--- src/hw/rtl/mtep_pkg.sv ---
// mtep_pkg: shared types and constants for the track event parser
// no dependencies
package mtep_pkg;

   localparam int TickBitsDefault = 32;

   typedef enum logic [3:0] {
      KIND_NOTEOFF   = 4'd0,
      KIND_NOTEON    = 4'd1,
      KIND_KEYPRESS  = 4'd2,
      KIND_CTRL      = 4'd3,
      KIND_PROGRAM   = 4'd4,
      KIND_CHANPRESS = 4'd5,
      KIND_BEND      = 4'd6,
      KIND_SYXSTART  = 4'd7,
      KIND_SYXBYTE   = 4'd8,
      KIND_TEMPO     = 4'd9,
      KIND_KEY       = 4'd10,
      KIND_END       = 4'd11,
      KIND_ERROR     = 4'd12
   } kind_type;

   typedef enum logic [2:0] {
      ERR_NO_STATUS = 3'd0,
      ERR_BAD_FX    = 3'd1,
      ERR_LONG_VLQ  = 3'd2,
      ERR_SHORT_META = 3'd3,
      ERR_TRUNCATED = 3'd4
   } err_type;

   typedef enum logic [11:0] {
      PH_DELTA   = 12'b000000000001,
      PH_STATUS  = 12'b000000000010,
      PH_DATA1   = 12'b000000000100,
      PH_DATA2   = 12'b000000001000,
      PH_SYSLEN  = 12'b000000010000,
      PH_SYSBODY = 12'b000000100000,
      PH_MTYPE   = 12'b000001000000,
      PH_MLEN    = 12'b000010000000,
      PH_PORT    = 12'b000100000000,
      PH_TEMPO   = 12'b001000000000,
      PH_KEY     = 12'b010000000000,
      PH_SKIP    = 12'b100000000000
   } phase_type;

   localparam logic [7:0] META_PORT  = 8'h21;
   localparam logic [7:0] META_END   = 8'h2f;
   localparam logic [7:0] META_TEMPO = 8'h51;
   localparam logic [7:0] META_KEY   = 8'h59;
   localparam logic [7:0] STAT_SYX   = 8'hf0;
   localparam logic [7:0] STAT_ESC   = 8'hf7;
   localparam logic [7:0] STAT_META  = 8'hff;

   // one result item
   typedef struct packed {
      logic [3:0]  kind;
      logic [31:0] tick;
      logic [7:0]  port;
      logic [3:0]  channel;
      logic [6:0]  first_data;
      logic [6:0]  second_data;
      logic [28:0] value;
      logic [7:0]  key_sharps;
      logic        key_minor;
      logic [2:0]  error_code;
      logic        last;
   } result_type;

   // up to two results caused by one byte
   typedef struct packed {
      logic [1:0]  count;
      result_type  r0;
      result_type  r1;
   } bundle_type;

endpackage

--- src/hw/rtl/mtep_front.sv ---
// mtep_front: accepts track bytes, runs the parse state machine, builds result bundles
// depends on mtep_pkg
module mtep_front
   import mtep_pkg::*;
#(
   parameter int TICK_BITS = TickBitsDefault
) (
   input  logic       clock,
   input  logic       reset,
   input  logic       smpte,
   input  logic       in_valid,
   output logic       in_ready,
   input  logic [7:0] data_byte,
   input  logic       track_start,
   input  logic       track_last,
   output logic       bnd_valid,
   input  logic       bnd_ready,
   output bundle_type bnd
);

   phase_type            phase_ff, phase_in;
   logic [TICK_BITS-1:0] tick_ff, tick_in;
   logic [27:0]          vlq_ff, vlq_in;
   logic [1:0]           cnt_ff, cnt_in;
   logic [7:0]           run_ff, run_in, cur_ff, cur_in, port_ff, port_in;
   logic [6:0]           held_ff, held_in;
   logic [7:0]           mtype_ff, mtype_in, keyb_ff, keyb_in;
   logic [28:0]          left_ff, left_in;
   logic [23:0]          tempo_ff, tempo_in;
   logic                 closed_ff, closed_in;
   logic                 bvalid_ff;
   bundle_type           bnd_ff, bnd_in;

   logic       take;
   logic [1:0] n;
   result_type r0, r1;

   assign in_ready  = !bvalid_ff || bnd_ready;
   assign take      = in_valid && in_ready;
   assign bnd_valid = bvalid_ff;
   assign bnd       = bnd_ff;

   function automatic result_type mk(input logic [3:0] k, input logic [31:0] t,
                                     input logic [7:0] p);
      result_type r;
      r      = '0;
      r.kind = k;
      r.tick = t;
      r.port = p;
      return r;
   endfunction

   always_comb begin
      logic [31:0] t;
      logic [7:0]  p, cs;
      logic [27:0] vn;
      logic [28:0] bl, bdec;
      logic [1:0]  vc;
      logic        emit_chan, chan2, err, closed, one_byte;
      logic [6:0]  sec;
      logic [2:0]  ecode;
      logic [23:0] tacc;
      result_type  ra, rb;

      phase_in = phase_ff; tick_in = tick_ff; vlq_in = vlq_ff; cnt_in = cnt_ff;
      run_in = run_ff; cur_in = cur_ff; port_in = port_ff; held_in = held_ff;
      mtype_in = mtype_ff; keyb_in = keyb_ff; left_in = left_ff; tempo_in = tempo_ff;
      closed_in = closed_ff;
      n = 2'd0; r0 = '0; r1 = '0;
      emit_chan = 1'b0; chan2 = 1'b0; sec = '0; err = 1'b0; ecode = ERR_NO_STATUS;
      one_byte = 1'b0; tacc = '0;
      ra = '0; rb = '0;

      if (track_start) begin
         tick_in = '0; run_in = '0; cur_in = '0; port_in = '0; phase_in = PH_DELTA;
         vlq_in = '0; cnt_in = '0; left_in = '0; closed_in = 1'b0;
      end
      closed = closed_in;
      t  = 32'(tick_in);
      p  = port_in;
      cs = cur_in;
      bl = left_in;
      bdec = (bl != '0) ? bl - 29'd1 : bl;
      vn = {vlq_in[20:0], data_byte[6:0]};
      vc = cnt_in;

      if (!closed) begin
         unique case (phase_in)
            PH_DELTA, PH_SYSLEN, PH_MLEN: begin
               vlq_in = vn;
               if (data_byte[7]) begin
                  if (vc == 2'd3) begin
                     err = 1'b1; ecode = ERR_LONG_VLQ;
                  end else begin
                     cnt_in = vc + 2'd1;
                  end
               end else begin
                  vlq_in = '0; cnt_in = '0;
                  if (phase_in == PH_DELTA) begin
                     tick_in  = tick_in + TICK_BITS'(vn);
                     phase_in = PH_STATUS;
                  end else if (phase_in == PH_SYSLEN) begin
                     if (!track_last) begin
                        ra = mk(KIND_SYXSTART, t, p);
                        ra.value = {1'b0, vn} + {28'd0, (cs == STAT_SYX)};
                        n = 2'd1;
                        if (cs == STAT_SYX) begin
                           rb = mk(KIND_SYXBYTE, t, p);
                           rb.value = 29'(STAT_SYX);
                           n = 2'd2;
                        end
                        left_in  = {1'b0, vn};
                        phase_in = (vn != '0) ? PH_SYSBODY : PH_DELTA;
                     end
                  end else begin
                     left_in = {1'b0, vn};
                     case (mtype_ff)
                        META_PORT: begin
                           if (vn == '0) begin
                              err = 1'b1; ecode = ERR_SHORT_META;
                           end else phase_in = PH_PORT;
                        end
                        META_END: begin
                           ra = mk(KIND_END, t, p); n = 2'd1;
                           closed_in = 1'b1; phase_in = PH_DELTA;
                        end
                        META_TEMPO: begin
                           if (vn < 28'd3) begin
                              err = 1'b1; ecode = ERR_SHORT_META;
                           end else if (smpte) phase_in = PH_SKIP;
                           else begin
                              tempo_in = '0; cnt_in = '0; phase_in = PH_TEMPO;
                           end
                        end
                        META_KEY: begin
                           if (vn < 28'd2) begin
                              err = 1'b1; ecode = ERR_SHORT_META;
                           end else begin
                              cnt_in = '0; phase_in = PH_KEY;
                           end
                        end
                        default: phase_in = (vn != '0) ? PH_SKIP : PH_DELTA;
                     endcase
                  end
               end
            end
            PH_STATUS: begin
               if (data_byte[7]) begin
                  if (data_byte < STAT_SYX) begin
                     run_in = data_byte; cur_in = data_byte; phase_in = PH_DATA1;
                  end else if (data_byte == STAT_SYX || data_byte == STAT_ESC) begin
                     cur_in = data_byte; phase_in = PH_SYSLEN;
                  end else if (data_byte == STAT_META) begin
                     cur_in = data_byte; phase_in = PH_MTYPE;
                  end else begin
                     err = 1'b1; ecode = ERR_BAD_FX;
                  end
               end else if (run_in == '0) begin
                  err = 1'b1; ecode = ERR_NO_STATUS;
               end else begin
                  cur_in = run_in; cs = run_in;
                  held_in = data_byte[6:0];
                  one_byte = (cs[7:4] == 4'hc) || (cs[7:4] == 4'hd);
                  if (one_byte) emit_chan = 1'b1;
                  else phase_in = PH_DATA2;
               end
            end
            PH_DATA1: begin
               held_in = data_byte[6:0];
               one_byte = (cs[7:4] == 4'hc) || (cs[7:4] == 4'hd);
               if (one_byte) emit_chan = 1'b1;
               else phase_in = PH_DATA2;
            end
            PH_DATA2: begin
               emit_chan = 1'b1; chan2 = 1'b1; sec = data_byte[6:0];
            end
            PH_SYSBODY: begin
               ra = mk(KIND_SYXBYTE, t, p); ra.value = {21'd0, data_byte};
               n = 2'd1;
               left_in = bdec;
               if (bdec == '0) phase_in = PH_DELTA;
            end
            PH_MTYPE: begin
               mtype_in = data_byte; vlq_in = '0; cnt_in = '0; phase_in = PH_MLEN;
            end
            PH_PORT: begin
               port_in = data_byte; left_in = bdec;
               phase_in = (bdec != '0) ? PH_SKIP : PH_DELTA;
            end
            PH_TEMPO: begin
               tacc = {tempo_ff[15:0], data_byte};
               tempo_in = tacc; left_in = bdec;
               if (vc == 2'd2) begin
                  cnt_in = '0;
                  ra = mk(KIND_TEMPO, t, p); ra.value = {5'd0, tacc}; n = 2'd1;
                  phase_in = (bdec != '0) ? PH_SKIP : PH_DELTA;
               end else cnt_in = vc + 2'd1;
            end
            PH_KEY: begin
               left_in = bdec;
               if (vc == 2'd0) begin
                  keyb_in = data_byte; cnt_in = 2'd1;
               end else begin
                  cnt_in = '0;
                  ra = mk(KIND_KEY, t, p);
                  ra.key_sharps = keyb_ff; ra.key_minor = (data_byte != 8'd0);
                  n = 2'd1;
                  phase_in = (bdec != '0) ? PH_SKIP : PH_DELTA;
               end
            end
            PH_SKIP: begin
               left_in = bdec;
               if (bdec == '0) phase_in = PH_DELTA;
            end
            default: phase_in = PH_DELTA;
         endcase

         if (emit_chan) begin
            ra = mk(4'(cs[7:4] - 4'd8), t, p);
            ra.channel = cs[3:0]; ra.first_data = held_in;
            ra.second_data = chan2 ? sec : 7'd0;
            n = 2'd1; phase_in = PH_DELTA;
         end
         if (err) begin
            ra = mk(KIND_ERROR, t, p); ra.error_code = ecode;
            n = 2'd1; closed_in = 1'b1; phase_in = PH_DELTA;
         end
         // truncated track: error follows whatever this byte gave
         if (track_last && !closed_in) begin
            closed_in = 1'b1; phase_in = PH_DELTA;
            if (n == 2'd0) begin
               ra = mk(KIND_ERROR, 32'(tick_in), port_in);
               ra.error_code = ERR_TRUNCATED; n = 2'd1;
            end else begin
               rb = mk(KIND_ERROR, 32'(tick_in), port_in);
               rb.error_code = ERR_TRUNCATED; n = 2'd2;
            end
         end
      end
      if (n == 2'd1) ra.last = 1'b1;
      if (n == 2'd2) rb.last = 1'b1;
      r0 = ra; r1 = rb;
      bnd_in.count = n; bnd_in.r0 = r0; bnd_in.r1 = r1;
   end

   always_ff @(posedge clock) begin
      if (reset) begin
         phase_ff <= PH_DELTA; tick_ff <= '0; vlq_ff <= '0; cnt_ff <= '0;
         run_ff <= '0; cur_ff <= '0; port_ff <= '0; held_ff <= '0;
         mtype_ff <= '0; keyb_ff <= '0; left_ff <= '0; tempo_ff <= '0;
         closed_ff <= 1'b0; bvalid_ff <= 1'b0;
      end else begin
         if (bvalid_ff && bnd_ready) bvalid_ff <= 1'b0;
         if (take) begin
            phase_ff <= phase_in; tick_ff <= tick_in; vlq_ff <= vlq_in; cnt_ff <= cnt_in;
            run_ff <= run_in; cur_ff <= cur_in; port_ff <= port_in; held_ff <= held_in;
            mtype_ff <= mtype_in; keyb_ff <= keyb_in; left_ff <= left_in;
            tempo_ff <= tempo_in; closed_ff <= closed_in;
            if (n != 2'd0) bvalid_ff <= 1'b1;
         end
      end
   end

   always_ff @(posedge clock) begin
      if (take && n != 2'd0) bnd_ff <= bnd_in;
   end

endmodule

--- src/hw/rtl/mtep_queue.sv ---
// mtep_queue: two-entry queue of result items between parser and output
// depends on mtep_pkg
module mtep_queue
   import mtep_pkg::*;
(
   input  logic       clock,
   input  logic       reset,
   input  logic       bnd_valid,
   output logic       bnd_ready,
   input  bundle_type bnd,
   output logic       out_valid,
   input  logic       out_ready,
   output result_type out_item
);

   result_type  slot_ff [2];
   logic [1:0]  fill_ff;
   logic        rd_ff, rd_in;
   logic        pop, push;
   logic        wr_sel;

   assign pop       = out_valid && out_ready;
   assign out_valid = fill_ff != 2'd0;
   assign out_item  = slot_ff[rd_ff];
   // take a whole bundle only when it fits
   assign bnd_ready = (fill_ff == 2'd0)
                   || (fill_ff == 2'd1 && (pop || bnd.count == 2'd1))
                   || (fill_ff == 2'd2 && pop && bnd.count == 2'd1);
   assign push      = bnd_valid && bnd_ready;
   assign rd_in     = pop ? !rd_ff : rd_ff;
   // first free slot behind whatever stays queued
   assign wr_sel    = rd_in ^ ((fill_ff == 2'd1 && !pop) || (fill_ff == 2'd2 && pop));

   always_ff @(posedge clock) begin
      if (reset) begin
         fill_ff <= '0;
         rd_ff   <= 1'b0;
      end else begin
         fill_ff <= fill_ff - {1'b0, pop} + (push ? bnd.count : 2'd0);
         rd_ff   <= rd_in;
      end
   end

   always_ff @(posedge clock) begin
      if (push) begin
         slot_ff[wr_sel] <= bnd.r0;
         if (bnd.count == 2'd2) slot_ff[!wr_sel] <= bnd.r1;
      end
   end

endmodule

--- src/hw/rtl/midi_track_event_parser.sv ---
// midi_track_event_parser: top level of the track event byte parser
// depends on mtep_pkg, mtep_front, mtep_queue
//
// Takes one track chunk byte per cycle and gives channel, sysex, tempo, key,
// end-of-track and error items with the absolute tick. A byte is taken every
// cycle while the output keeps up; a byte that causes two items can hold the
// input, as the single output port drains the two-entry result queue. A byte's
// first item is registered in the front bundle register, then in a queue slot.
module midi_track_event_parser
   import mtep_pkg::*;
#(
   parameter int TICK_BITS = TickBitsDefault
) (
   input  logic        clock,
   input  logic        reset,
   input  logic        csr_write_enable,
   input  logic        csr_write_data,
   input  logic        req_valid,
   output logic        req_ready,
   input  logic [7:0]  req_data_byte,
   input  logic        req_track_start,
   input  logic        req_track_last,
   output logic        rsp_valid,
   input  logic        rsp_ready,
   output logic [3:0]  rsp_kind,
   output logic [31:0] rsp_tick,
   output logic [7:0]  rsp_port,
   output logic [3:0]  rsp_channel,
   output logic [6:0]  rsp_first_data,
   output logic [6:0]  rsp_second_data,
   output logic [28:0] rsp_value,
   output logic signed [7:0] rsp_key_sharps,
   output logic        rsp_key_minor,
   output logic [2:0]  rsp_error_code,
   output logic        rsp_last
);

   logic       smpte_ff;
   logic       bnd_valid, bnd_ready;
   bundle_type bnd;
   result_type item;

   always_ff @(posedge clock) begin
      if (reset) smpte_ff <= 1'b0;
      else if (csr_write_enable) smpte_ff <= csr_write_data;
   end

   mtep_front #(.TICK_BITS(TICK_BITS)) u_front (
      .clock, .reset, .smpte(smpte_ff),
      .in_valid(req_valid), .in_ready(req_ready),
      .data_byte(req_data_byte), .track_start(req_track_start),
      .track_last(req_track_last),
      .bnd_valid, .bnd_ready, .bnd
   );

   mtep_queue u_queue (
      .clock, .reset, .bnd_valid, .bnd_ready, .bnd,
      .out_valid(rsp_valid), .out_ready(rsp_ready), .out_item(item)
   );

   assign rsp_kind        = item.kind;
   assign rsp_tick        = item.tick;
   assign rsp_port        = item.port;
   assign rsp_channel     = item.channel;
   assign rsp_first_data  = item.first_data;
   assign rsp_second_data = item.second_data;
   assign rsp_value       = item.value;
   assign rsp_key_sharps  = item.key_sharps;
   assign rsp_key_minor   = item.key_minor;
   assign rsp_error_code  = item.error_code;
   assign rsp_last        = item.last;

endmodule

--- config.mk ---
export PLATFORM = sky130hd
export DESIGN_NAME = midi_track_event_parser
export DESIGN_NICKNAME = d
export VERILOG_FILES = /design/src/hw/rtl/mtep_pkg.sv /design/src/hw/rtl/mtep_front.sv /design/src/hw/rtl/mtep_queue.sv /design/src/hw/rtl/midi_track_event_parser.sv
export SDC_FILE = /design/constraint.sdc
export NUM_CORES = 1
export LEC_CHECK = 0
export ABC_AREA = 0
export BUFFER_PORTS_ARGS = -buffer_cell sky130_fd_sc_hd__buf_2
export CORE_ASPECT_RATIO = 0.8
export CORE_MARGIN = 3
export CORE_UTILIZATION = 50
export CTS_CLUSTER_DIAMETER = 60
export DETAILED_ROUTE_END_ITERATION = 8
export GPL_TIMING_DRIVEN = 1
export PLACE_DENSITY = 0.64
export SKIP_LAST_GASP = 1
export SYNTH_ARGS = -nofsm -noshare
export SYNTH_HDL_FRONTEND = slang
export SYNTH_SLANG_ARGS = --single-unit
--- constraint.sdc ---
create_clock -name clock -period 12.15 [get_ports clock]
set_clock_uncertainty 0.15 [all_clocks]
set_input_delay 0.6075 -clock clock [delete_from_list [all_inputs] [get_ports clock]]
set_output_delay 0.6075 -clock clock [all_outputs]
set_load 0.1 [all_outputs]
# == After elaboration in Yosys (flattened, before gate mapping) ==
# Memory sizes are Yosys's and may differ from the RTL's. A register that Yosys moved wholly into a read port is not among the register bits.
# Index checks and enable logic that the tools add are counted.
# W data, S select, Z words.
# totals
regBits,382
latchBits,0
mem_bits_rw,208
romBits,0
out_inout_bits,106
elab_cells,310
mem_count,1
# classes
n_addsub,7
n_mul,0
n_div,0
order_cmp,3
eq_ne,38
shift,0
n_mux,177
bitwise_logic,2
n_reduce_logical,42
# memory_table
memory,words,word_bits,rd,rd_clocked_by_memory_dff,write_ports,line_no,source
u_queue.slot_ff,2,104,1,1,2,mtep_queue.sv:16,result_type slot_ff [2];
# op_table
op,count
$mux W104,18
$pmux W104 S4,1
$mux W12,25
$mux W29,7
$mux W32,5
$mux W8,19
$pmux W12 S9,1
$mux W103,1
$mux W16,6
$mux W28,3
$pmux W29 S2,1
$reduce_bool A29 Y1,2
$lt A28 B2 Y1 const B,2
$pmux W28 S2,1
$pmux W12 S4,1
$mux W1,47
$mux W2,21
$add A32 B28 Y32,1
$eq A8 B8 Y1 const B,4
$pmux W16 S2,1
$add A28 B1 Y29,1
$logic_not A29 Y1,1
$sub A29 B1 Y29 const B,1
$logic_not A28 Y1,1
other kinds (49),98

# == Longest topological paths before layout ==
# Gate-level depths: netlist (run 1).
# depth
ltp_word,18
depth_mapped,22
ltp_nobuf,16

# == By module ==
# From an unflattened synthesis (run 1), not the netlist that was laid out.
# hier_totals
cells_unflattened,2696
area_unflattened_um2,28541.1
# modules_own_cells
module,n_inst,cells_per_inst,area_each_um2,seq_area_each_um2
mtep_front,1,2093,18126.1,7727.4
mtep_queue,1,600,10381.2,6306.0
midi_track_event_parser,1,3,33.8,20.0

# == Worst setup path after synthesis (run 1) ==
# OpenSTA, ideal clock, no wires.
# synth_path
path_type,in2reg
from,in req_data_byte[2]
to,reg u_front.bnd_ff (netlist bit u_front.bnd[0]) (enable)
arrival_time_ns,9.865
path_slack_ns,1.423
cell_stages,11
n_path_buf,2
cell_sequence,or2_2 -> o31ai_1 -> or2_1 -> buf_2 -> a21boi_1 -> o221ai_2 -> or2_1 -> buf_4 -> nor2_1 -> a21oi_1 -> o22ai_1
# synth_via
elab_chain_cells,16
elab_cells_between_ends,33
classes_between,order compare: 3; eq/ne: 3; mux: 20; reduce/logical: 7
# synth_lines
item,line_no,source
start: declaration,midi_track_event_parser.sv:20,"input logic [7:0] req_data_byte,"
"$lt A28 B2 Y1, or another cell as far along",mtep_front.sv:136,if (vn < 28'd2) begin
"$mux W1, on equally long branches","mtep_front.sv:136, mtep_front.sv:119, mtep_front.sv:128",
$pmux W1 S3,mtep_front.sv:117,case (mtype_ff)
$mux W1,mtep_front.sv:102,end else if (phase_in == PH_SYSLEN) begin
$mux W1,mtep_front.sv:99,if (phase_in == PH_DELTA) begin
$mux W1,mtep_front.sv:91,if (data_byte[7]) begin
$pmux W1 S2 *,mtep_front.sv:88,unique case (phase_in)
$mux W1 *,mtep_front.sv:87,if (!closed) begin
$mux W2 / $mux W1 (equally long branches),mtep_front.sv:224,if (err) begin
$mux W2 / $mux W1 (equally long branches),mtep_front.sv:87,
$logic_not A2 Y1 / $logic_not A1 Y1 (equally long branches),"mtep_front.sv:231, mtep_front.sv:229",
$mux W2 / $logic_and A1 B1 Y1 (equally long branches),"mtep_front.sv:231, mtep_front.sv:229",
$mux W2 *,mtep_front.sv:229,if (track_last && !closed_in) begin
$mux W2 *,mtep_front.sv:87,
$reduce_bool A2 Y1 *,mtep_front.sv:265,if (take && n != 2'd0) bnd_ff <= bnd_in;
$logic_and A1 B1 Y1 *,mtep_front.sv:265,
end signal: assignment,mtep_front.sv:265,
end: declaration,mtep_front.sv:32,"bundle_type bnd_ff, bnd_in;"
# Mark *: on every way between the ends. The rest lies on a longest branch, timed or not. The select of a mux whose other input is x is not followed.
# A chain may end at the register's enable or synchronous reset.

# == Final worst setup path (run 1) ==
# layout_path
from,in req_track_start
to,reg u_front.bnd_ff (netlist bit u_front.bnd[138]) (enable)
# layout_via
elab_chain_cells,17
elab_cells_between_ends,73
classes_between,order compare: 2; eq/ne: 16; mux: 44; reduce/logical: 11
# layout_lines
item,line_no,source
start: declaration,midi_track_event_parser.sv:21,"input logic req_track_start,"
$mux W28 / $mux W8 (equally long branches),mtep_front.sv:74,if (track_start) begin
"$lt A28 B2 Y1, or another cell as far along",mtep_front.sv:136,
"$mux W1, or another cell as far along",mtep_front.sv:136,
"$pmux W1 S3, or another cell as far along",mtep_front.sv:117,
"$mux W1, or another cell as far along",mtep_front.sv:102,
"$mux W1, or another cell as far along",mtep_front.sv:99,
"$mux W1, or another cell as far along",mtep_front.sv:91,
"$pmux W1 S2, or another cell as far along",mtep_front.sv:88,
$mux W1 / $mux W2 (equally long branches),"mtep_front.sv:87, mtep_front.sv:218",
$mux W2 / $mux W1 (equally long branches),mtep_front.sv:224,
$mux W2 / $mux W1 (equally long branches),mtep_front.sv:87,
$logic_not A2 Y1 / $logic_not A1 Y1 (equally long branches),"mtep_front.sv:231, mtep_front.sv:229",
$mux W2 / $logic_and A1 B1 Y1 (equally long branches),"mtep_front.sv:231, mtep_front.sv:229",
$mux W2,mtep_front.sv:229,
$mux W2 *,mtep_front.sv:87,
$reduce_bool A2 Y1 *,mtep_front.sv:265,
$logic_and A1 B1 Y1 *,mtep_front.sv:265,
# Marks and branches as above.

==> results by group, run 1 <==
Layout
  • Share of cells above drive strength 1: 0.137
  • Most frequent cells in the layout: nand2_1 (425), edfxtp_1 (358), nor2_1 (355)
  • Fin util: 0.562
  • P&R area growth vs syn: 10.5%
  • Layout Nets: 2945
  • Leading cell type in the layout, fill and taps excluded: nand2_1

Worst setup path
  • Worst reg2reg endpoint: u_front.bnd[138]
  • Worst R2R Start: u_front.vlq_ff[0]
  • R2r setup slk: 6.41 ns
  • Buf/Inv on CP: 7
  • Cells along the critical path: buf_2 > buf_4 > inv_2 > buf_4 > o41ai_1 > nand4_1 > o221ai_2 > nor3_2 > nor2_2 > nand2_1 > inv_2 > nor2_2 > buf_4 > o22ai_4 > buf_12
  • CP Launch Type: input pin
  • Worst path max stage delay: 0.64 ns
  • Crit-path max FO: 150
  • Worst Path Required: 12.24 ns
  • Most used cell, CP: buf_4
  • Largest delay share family, worst path: buffers and inverters
  • Worst EP arrival: 5.88 ns
  • Worst reg2reg path depth: 12
  • CP Class: input pin to flop
  • Crit end category: flop
  • Critical-path top delay cell: buf_12

Outcome
  • Status: finished, final reports clean

Drt
  • Routed wire length: 81.7 mm
  • Via Count: 22297
  • # DRC: 0
  • TritonRoute pass-1 iters: 6
  • ANT nets after route: 0
  • Met3 wire len: 5.73 mm
  • WL met2: 36.2 mm
  • Via-to-Cell Ratio: 6.12
  • Wire length on met1: 37.3 mm
  • Initial detailed-routing violation count: 2198
  • Routed wire per std cell: 22.4 um
  • Top Layer Used: met5

Flow run
  • Maxcap violations: 0

Clocking
  • Max clock buf depth: 3
  • Worst-Skew Late Latency: 0.62 ns
  • H-Tree Depth: 2
  • Hold buffers post-CTS: 0
  • Clk sinks: 523
  • TritonCTS buffer count: 54
  • Setup Fix Bufs, Post-CTS: 0
  • Root Buffer: clkbuf_16
  • CTS tree: built
  • Worst-path clk slew: 0.07 ns
  • Cts repair resizes: 0

Place
  • DP HPWL: 55.0 mm
  • Port bufs: 121
  • Placer Congestion: 0.950
  • Worst slack, placed: 5.94 ns

STA
  • Peak Freq: 173 MHz
  • Final worst slack: 6.35 ns
  • Hold Violations, Final: 0
  • Setup TNS: 0 ns
  • Unrepaired setup endpoints after global routing: no
  • Clock period minus worst slack: 5.80 ns
  • Final setup vio count: 0
  • Final period utilization: 0.477
  • Least-Margin Pin Slew: 1.18 ns
  • Final Max Slew Viols: 0
  • Rel. slew slack: 0.190

Yosys
  • Mapped Area: 0.0275 mm2
  • Main flop type after synthesis: edfxtp_1
  • Synth area leader: edfxtp_1
  • Cells after Synth: 2868
  • Net Count, Synth: 2919
  • Sequential area share after synthesis: 0.511
  • Synth Warn #: 0
  • Mean post-synth cell area: 9.60 um2
  • Share of the synthesized area in the top cell type: 0.391
  • Synth Register Bits: 523
  • Post-synthesis async set-or-reset flop share: 0
  • Post-synth EDFFs: 358
  • Post-synth cell types: 98
  • Synth top area cells: edfxtp_1 (39%), dfxtp_1 (12%), nand2_1 (5.8%), nor2_1 (4.9%), mux2_2 (4.3%)

Pwr
  • Pleak: 11.4 nW
  • VDD IR-drop max: 0.103 mV
  • Pwr Density: 158 mW/mm2
  • Overall power: 4.82 mW

Global routing
  • GRT Util Overall: 0.279
  • Largest net degree at the start of global routing: 151
  • Initial antenna violation count: 2
  • Vias in the first global route: 21243
  • Grt ovf: 0
  • First-pass GRT wire length: 126 mm

Floorplanning
  • Die Y: 216 um
  • Starting Density: 0.509
  • Die Wd: 268 um
  • # IOs: 122
  • Std cell rows: 76
  • Die area: 0.0579 mm2
  • Total core area: 0.0541 mm2

Worst hold path
  • Hold Path Origin: csr_write_data
  • Min-Delay Endpoint: smpte_ff
  • Hold Path Depth: 3
  • Hold WC Path Type: input pin to flop
[worst max-delay path by stage]
stage | cells past startpoint | slack [ns] | start | endpoint
after global routing | 13 | 6.10 | u_front.phase_ff[4] | u_front.bnd[133]
final | 15 | 6.35 | req_track_start | u_front.bnd[138]
after CTS | 15 | 6.57 | req_track_start | u_front.bnd[132]
after detailed placement | 15 | 5.94 | req_track_start | u_front.bnd[135]
after floorplan | 11 | 1.42 | req_data_byte[2] | u_front.bnd[0]
after global placement | 15 | 6.13 | req_track_start | u_front.bnd[130]
[per-stage QoR]
step	area [um2]	hold slack (ns)	instances
2_1_floorplan	27500	0.282	2868
3_3_place_gp	28600	0.289	3540
3_5_place_dp	28600	0.294	3540
4_1_cts	30400	0.0756	3641
5_1_grt	30400	0.118	3641
6_report	30400	0.0940	3642
[sequential cells by signal (all words and copies together), names as in the netlist]
name,count
u_front.port_ff,8
u_front.tick_ff,32
u_queue.slot_ff,208
u_front.closed_ff,1
u_queue.fill_ff,2
u_front.run_ff,8
smpte_ff,1
u_front.cur_ff,8
u_front.keyb_ff,8
u_front.left_ff,29
u_front.tempo_ff,16
u_front.held_ff,7
u_front.mtype_ff,8
u_front.phase_ff,12
u_front.bnd_valid,1
u_front.cnt_ff,2
u_front.bnd,150
u_queue.rd_ff,1
u_front.vlq_ff,21
[power by group]
part | switching (mW) | internal [mW] | total [mW]
sequential | 0.0497 | 2.00 | 2.05
clock | 0.727 | 0.933 | 1.66
combinational | 0.890 | 0.211 | 1.10
[worst reg2reg max path, stage by stage (launching register included)]
cell	delay [ns]
dfxtp_1	0.40
or4_1	0.55
o41ai_1	0.79
nand4_1	0.53
o221ai_2	0.58
nor3_2	0.18
nor2_2	0.34
nand2_1	0.37
inv_2	0.22
nor2_2	0.04
buf_4	0.22
o22ai_4	0.22
buf_12	0.64
[logic make-up (layout without fill, tap and decap cells)]
logic type / count (synthesis) / count (layout) / synth area share
flops: 523 / 523 / 0.511
mux: 151 / 151 / 0.0597
xor+xnor: 54 / 54 / 0.0172
buf+inv: 257 / 328 / 0.0370
simple gates: 1243 / 1243 / 0.214
other cells: 0 / 1 / 0
compound gates: 605 / 605 / 0.145
fa+ha+maj: 35 / 35 / 0.0162
[per-layer routing]
metal  GRT usage  up-vias
li1            -    10373
met1       0.407    10881
met2       0.426      885
met3      0.0463      154
met4      0.0830        4
met5           0        -
[layout make-up]
cell class	instances	area, um2
clock inverter	29	277
tap	702	878
clock buffer	72	1490
fill	4789	23700
timing repair buffer	158	898
multi-input combinational	2088	12500
sequential	523	14100
inverter	69	259
antenna	1	2.50
[synthesized netlist by cell type, types with 17 or more instances]
cell and number:
nand2_1 426, edfxtp_1 358, nor2_1 356, dfxtp_1 165
a21oi_1 163, clkbuf_1 152, and2_1 146, mux2_2 105
a22oi_1 102, o21ai_0 88, inv_1 66, nor3_1 54
nand3_1 49, o22ai_1 47, mux2i_1 46, nor2b_1 40
ha_1 34, xnor2_1 32, a21o_1 25, xor2_1 22
nor4_1 21, a211oi_1 20, a31oi_1 20, a22o_1 17
nand2b_1 17
No activity file was read; power rests on OpenSTA's default activity.
==> run 2: changes to the inputs <==
--- a/config.mk
+++ b/config.mk
@@ -5,7 +5,7 @@
 export SDC_FILE = /design/constraint.sdc
 export NUM_CORES = 1
 export LEC_CHECK = 0
-export ABC_AREA = 0
+export ABC_AREA = 1
 export BUFFER_PORTS_ARGS = -buffer_cell sky130_fd_sc_hd__buf_2
 export CORE_ASPECT_RATIO = 0.8
 export CORE_MARGIN = 3
==> constraint.sdc (replaced) <==
create_clock -name clock -period 5.65 [get_ports clock]
set_clock_uncertainty 0.15 [all_clocks]
set_input_delay 0.2825 -clock clock [delete_from_list [all_inputs] [get_ports clock]]
set_output_delay 0.2825 -clock clock [all_outputs]
set_load 0.1 [all_outputs]
==> run 2 against run 1 <==
- critical path depth rose by 12
- routed wire length rose by 8.9%
- first-iteration DRC count rose by 14%
- flip-flop and latch count is the same
- combinational power grew to 3.8 times the previous value
- clock power increased by 130%
- clock-buffer cell count down 6
- sequential share of layout area decreased by 2.0 points
- largest power group unchanged
- synthesized cell count is 28% higher
- area after synthesis is 3.8% higher
- register-to-register slack got worse by 5.1 ns
==> results by group, run 2 <==
Worst setup path
  • Crit-path max FO: 3
  • Largest delay share family, worst path: simple AND/OR/NAND/NOR gates
  • R2r setup slk: 1.28 ns
  • Worst reg2reg path depth: 27
  • CP Launch Type: flop
  • Worst reg2reg endpoint: u_front.bnd[143]
  • Worst R2R Start: u_front.cur_ff[6]
  • Buf/Inv on CP: 5
  • CP Class: flop to flop
  • Worst path max stage delay: 0.33 ns
  • Critical-path top delay cell: dfxtp_1
  • Worst EP arrival: 4.58 ns
  • Crit end category: flop
  • Worst Path Required: 5.87 ns
  • Most used cell, CP: nand2_1

Yosys
  • Most frequent cell after synthesis: nand2_1
  • Net Count, Synth: 3714
  • Share of the synthesized area in the top cell type: 0.376
  • Mean post-synth cell area: 7.80 um2
  • Main flop type after synthesis: edfxtp_1
  • Synth Register Bits: 523
  • Post-synth EDFFs: 358
  • Sequential area share after synthesis: 0.492
  • Synth top area cells: edfxtp_1 (38%), nand2_1 (14%), dfxtp_1 (12%), o21ai_0 (6.8%), inv_1 (5.5%)
  • Cells after Synth: 3663
  • Post-synth cell types: 59
  • Synth Warn #: 0
  • Synth area leader: edfxtp_1
  • Post-synth top cells: nand2_1 (1048), inv_1 (416), o21ai_0 (389)
  • Post-synthesis async set-or-reset flop share: 0
  • Mapped Area: 0.0286 mm2

Pwr
  • Sequential share of power: 0.364
  • Pwr Density: 397 mW/mm2
  • Pleak: 13.5 nW
  • Combinational share of power: 0.329
  • VDD IR-drop max: 0.378 mV
  • Switching share of power: 0.417
  • P_int: 7.35 mW
  • Sw Pwr: 5.26 mW
  • Clock group share of total power: 0.306

Global routing
  • Global Route met2 Usage: 0.463
  • Met1 Resource Use GR: 0.415
  • Top Usage Layer GRT: met2
  • Largest net degree at the start of global routing: 100
  • GRT Util Overall: 0.291
  • GRT met3 Usage: 0.0368
  • Vias in the first global route: 23729
  • First-pass GRT wire length: 136 mm
  • Initial antenna violation count: 3
  • Grt ovf: 0

Layout
  • Multi-input logic area: 0.0121 mm2
  • Filler cells: 5189
  • Share of cells above drive strength 1: 0.101
  • Layout Nets: 3762
  • Most frequent cells in the layout: nand2_1 (1048), inv_1 (415), o21ai_0 (389)
  • Max FFs per register: 208
  • Leading cell type in the layout, fill and taps excluded: nand2_1
  • FF+latch area: 0.0141 mm2
  • P&R area growth vs syn: 11.3%
  • Most flops, register: u_queue.slot_ff
  • Cell area after layout: 0.0318 mm2

Place
  • DP HPWL: 62.3 mm
  • Placer Congestion: 1.02
  • Port bufs: 121
  • Dpl cell area: 0.0298 mm2

STA
  • Final Max Slew Viols: 0
  • Unrepaired setup endpoints after global routing: no
  • Setup TNS: 0 ns
  • Rel. slew slack: 0.184
  • Hold Violations, Final: 0
  • Final period utilization: 0.773
  • Clock period minus worst slack: 4.37 ns
  • Least-Margin Pin Slew: 1.21 ns
  • Peak Freq: 229 MHz
  • Final setup vio count: 0

Floorplanning
  • Total core area: 0.0559 mm2
  • Std cell rows: 77
  • Die Y: 220 um
  • # IOs: 122
  • Die Wd: 273 um
  • Starting Density: 0.511
  • Die area: 0.0600 mm2

Clocking
  • TritonCTS buffer count: 55
  • Worst-path clk slew: 0.06 ns
  • Setup Fix Bufs, Post-CTS: 0
  • H-Tree Depth: 2
  • CTS tree: built
  • Max clock buf depth: 3
  • Worst-Skew Late Latency: 0.62 ns
  • Clk sinks: 523
  • Root Buffer: clkbuf_16

Drt
  • Routed wire length: 88.9 mm
  • Via Count: 25446
  • Routed wire per std cell: 19.7 um
  • Via-to-Cell Ratio: 5.64
  • ANT nets after route: 0
  • Initial detailed-routing violation count: 2497
  • TritonRoute pass-1 iters: 8
  • # DRC: 0

Worst hold path
  • Hold Path Origin: req_data_byte[6]
  • Hold Path Depth: 3
  • Min-Delay Endpoint: u_front.tempo_ff[6]
  • Hold WC Path Type: input pin to flop

Outcome
  • Status: finished, final reports clean

Flow run
  • Maxcap violations: 0
## run 2: changes by cell type after synthesis, sizes merged, moves of 40 or more
cell / before / now
and2: 147 / 4
nand3: 50 / 96
a21oi: 164 / 233
o21ai: 94 / 404
a22oi: 102 / 2
mux2: 105 / 0
mux2i: 46 / 5
nor2b: 40 / 0
inv: 69 / 429
nand2: 426 / 1073
## run 2: cells by family (layout without fill, tap and decap cells)
group	after synthesis	after routing	share of synthesized area
mux	5	5	0.00175
other cells	0	2	0
buf+inv	619	714	0.0866
simple gates	1653	1653	0.238
flops	523	523	0.492
fa+ha+maj	35	35	0.0156
xor+xnor	37	37	0.0113
compound gates	791	791	0.155
## run 2: worst max-delay path by stage
stage	from	end	depth (start not counted)
2_1_floorplan	u_queue.fill_ff[1]	u_queue.slot_ff[1][0]	7
3_3_place_gp	req_track_start	u_front.bnd[201]	18
3_5_place_dp	req_track_start	u_front.bnd[143]	27
4_1_cts	u_front.cur_ff[6]	u_front.bnd[143]	27
5_1_grt	u_front.cur_ff[6]	u_front.bnd[143]	27
6_report	u_front.cur_ff[6]	u_front.bnd[143]	27
## run 2: repair_timing
item / in CTS / in global routing
gates resized for setup: 0 / 0
hold endpoints to repair: 19 / 0
hold buffers: 6 / 0
## run 2: tightest hold or removal path, delay by kind of cell
kind / cells / cell delay, ns
AOI/OAI and AO/OA: 1 / 0.07
buffers and inverters: 1 / 0.23
and+or+nand+nor: 1 / 0.13
## run 2: power by group through the flow
stage	Combinational (mW)	Clock [mW]	Sequential, mW
after floorplan	3.40	0	4.65
after global placement	4.12	0	4.67
after detailed placement	4.15	0	4.68
after CTS	4.16	3.93	4.60
after global routing	4.40	4.06	4.62
final	4.16	3.86	4.59
## run 2: metal layers
layer | routed length (um) | up-vias
met3 | 7100 | 194
met5 | 0 | -
met4 | 2800 | 0
li1 | - | 12199
met2 | 39500 | 1097
met1 | 39500 | 11956
## run 2: area by class of cell
type                    count  area share
clock inverters            38      0.0143
repair buffers            176      0.0350
well taps                 750      0.0295
inverters                 434      0.0515
clock buffers              66      0.0465
flip-flops and latches    523       0.442
multi-input cells        2521       0.381
diodes                      2    0.000157
## run 2: per-stage QoR
step | utilization | hold slack (ns) | power, mW | setup slack [ns] | std cells
after global routing | 0.569 | 0.0327 | 13.1 | 0.817 | 4509
after CTS | 0.569 | 0.00115 | 12.7 | 1.42 | 4508
after detailed placement | 0.533 | 0.306 | 8.82 | 1.04 | 4398
after global placement | 0.533 | 0.298 | 8.79 | 1.09 | 4398
final | 0.569 | 0.0235 | 12.6 | 1.28 | 4510
after floorplan | - | 0.271 | 8.05 | -1.20 | 3663
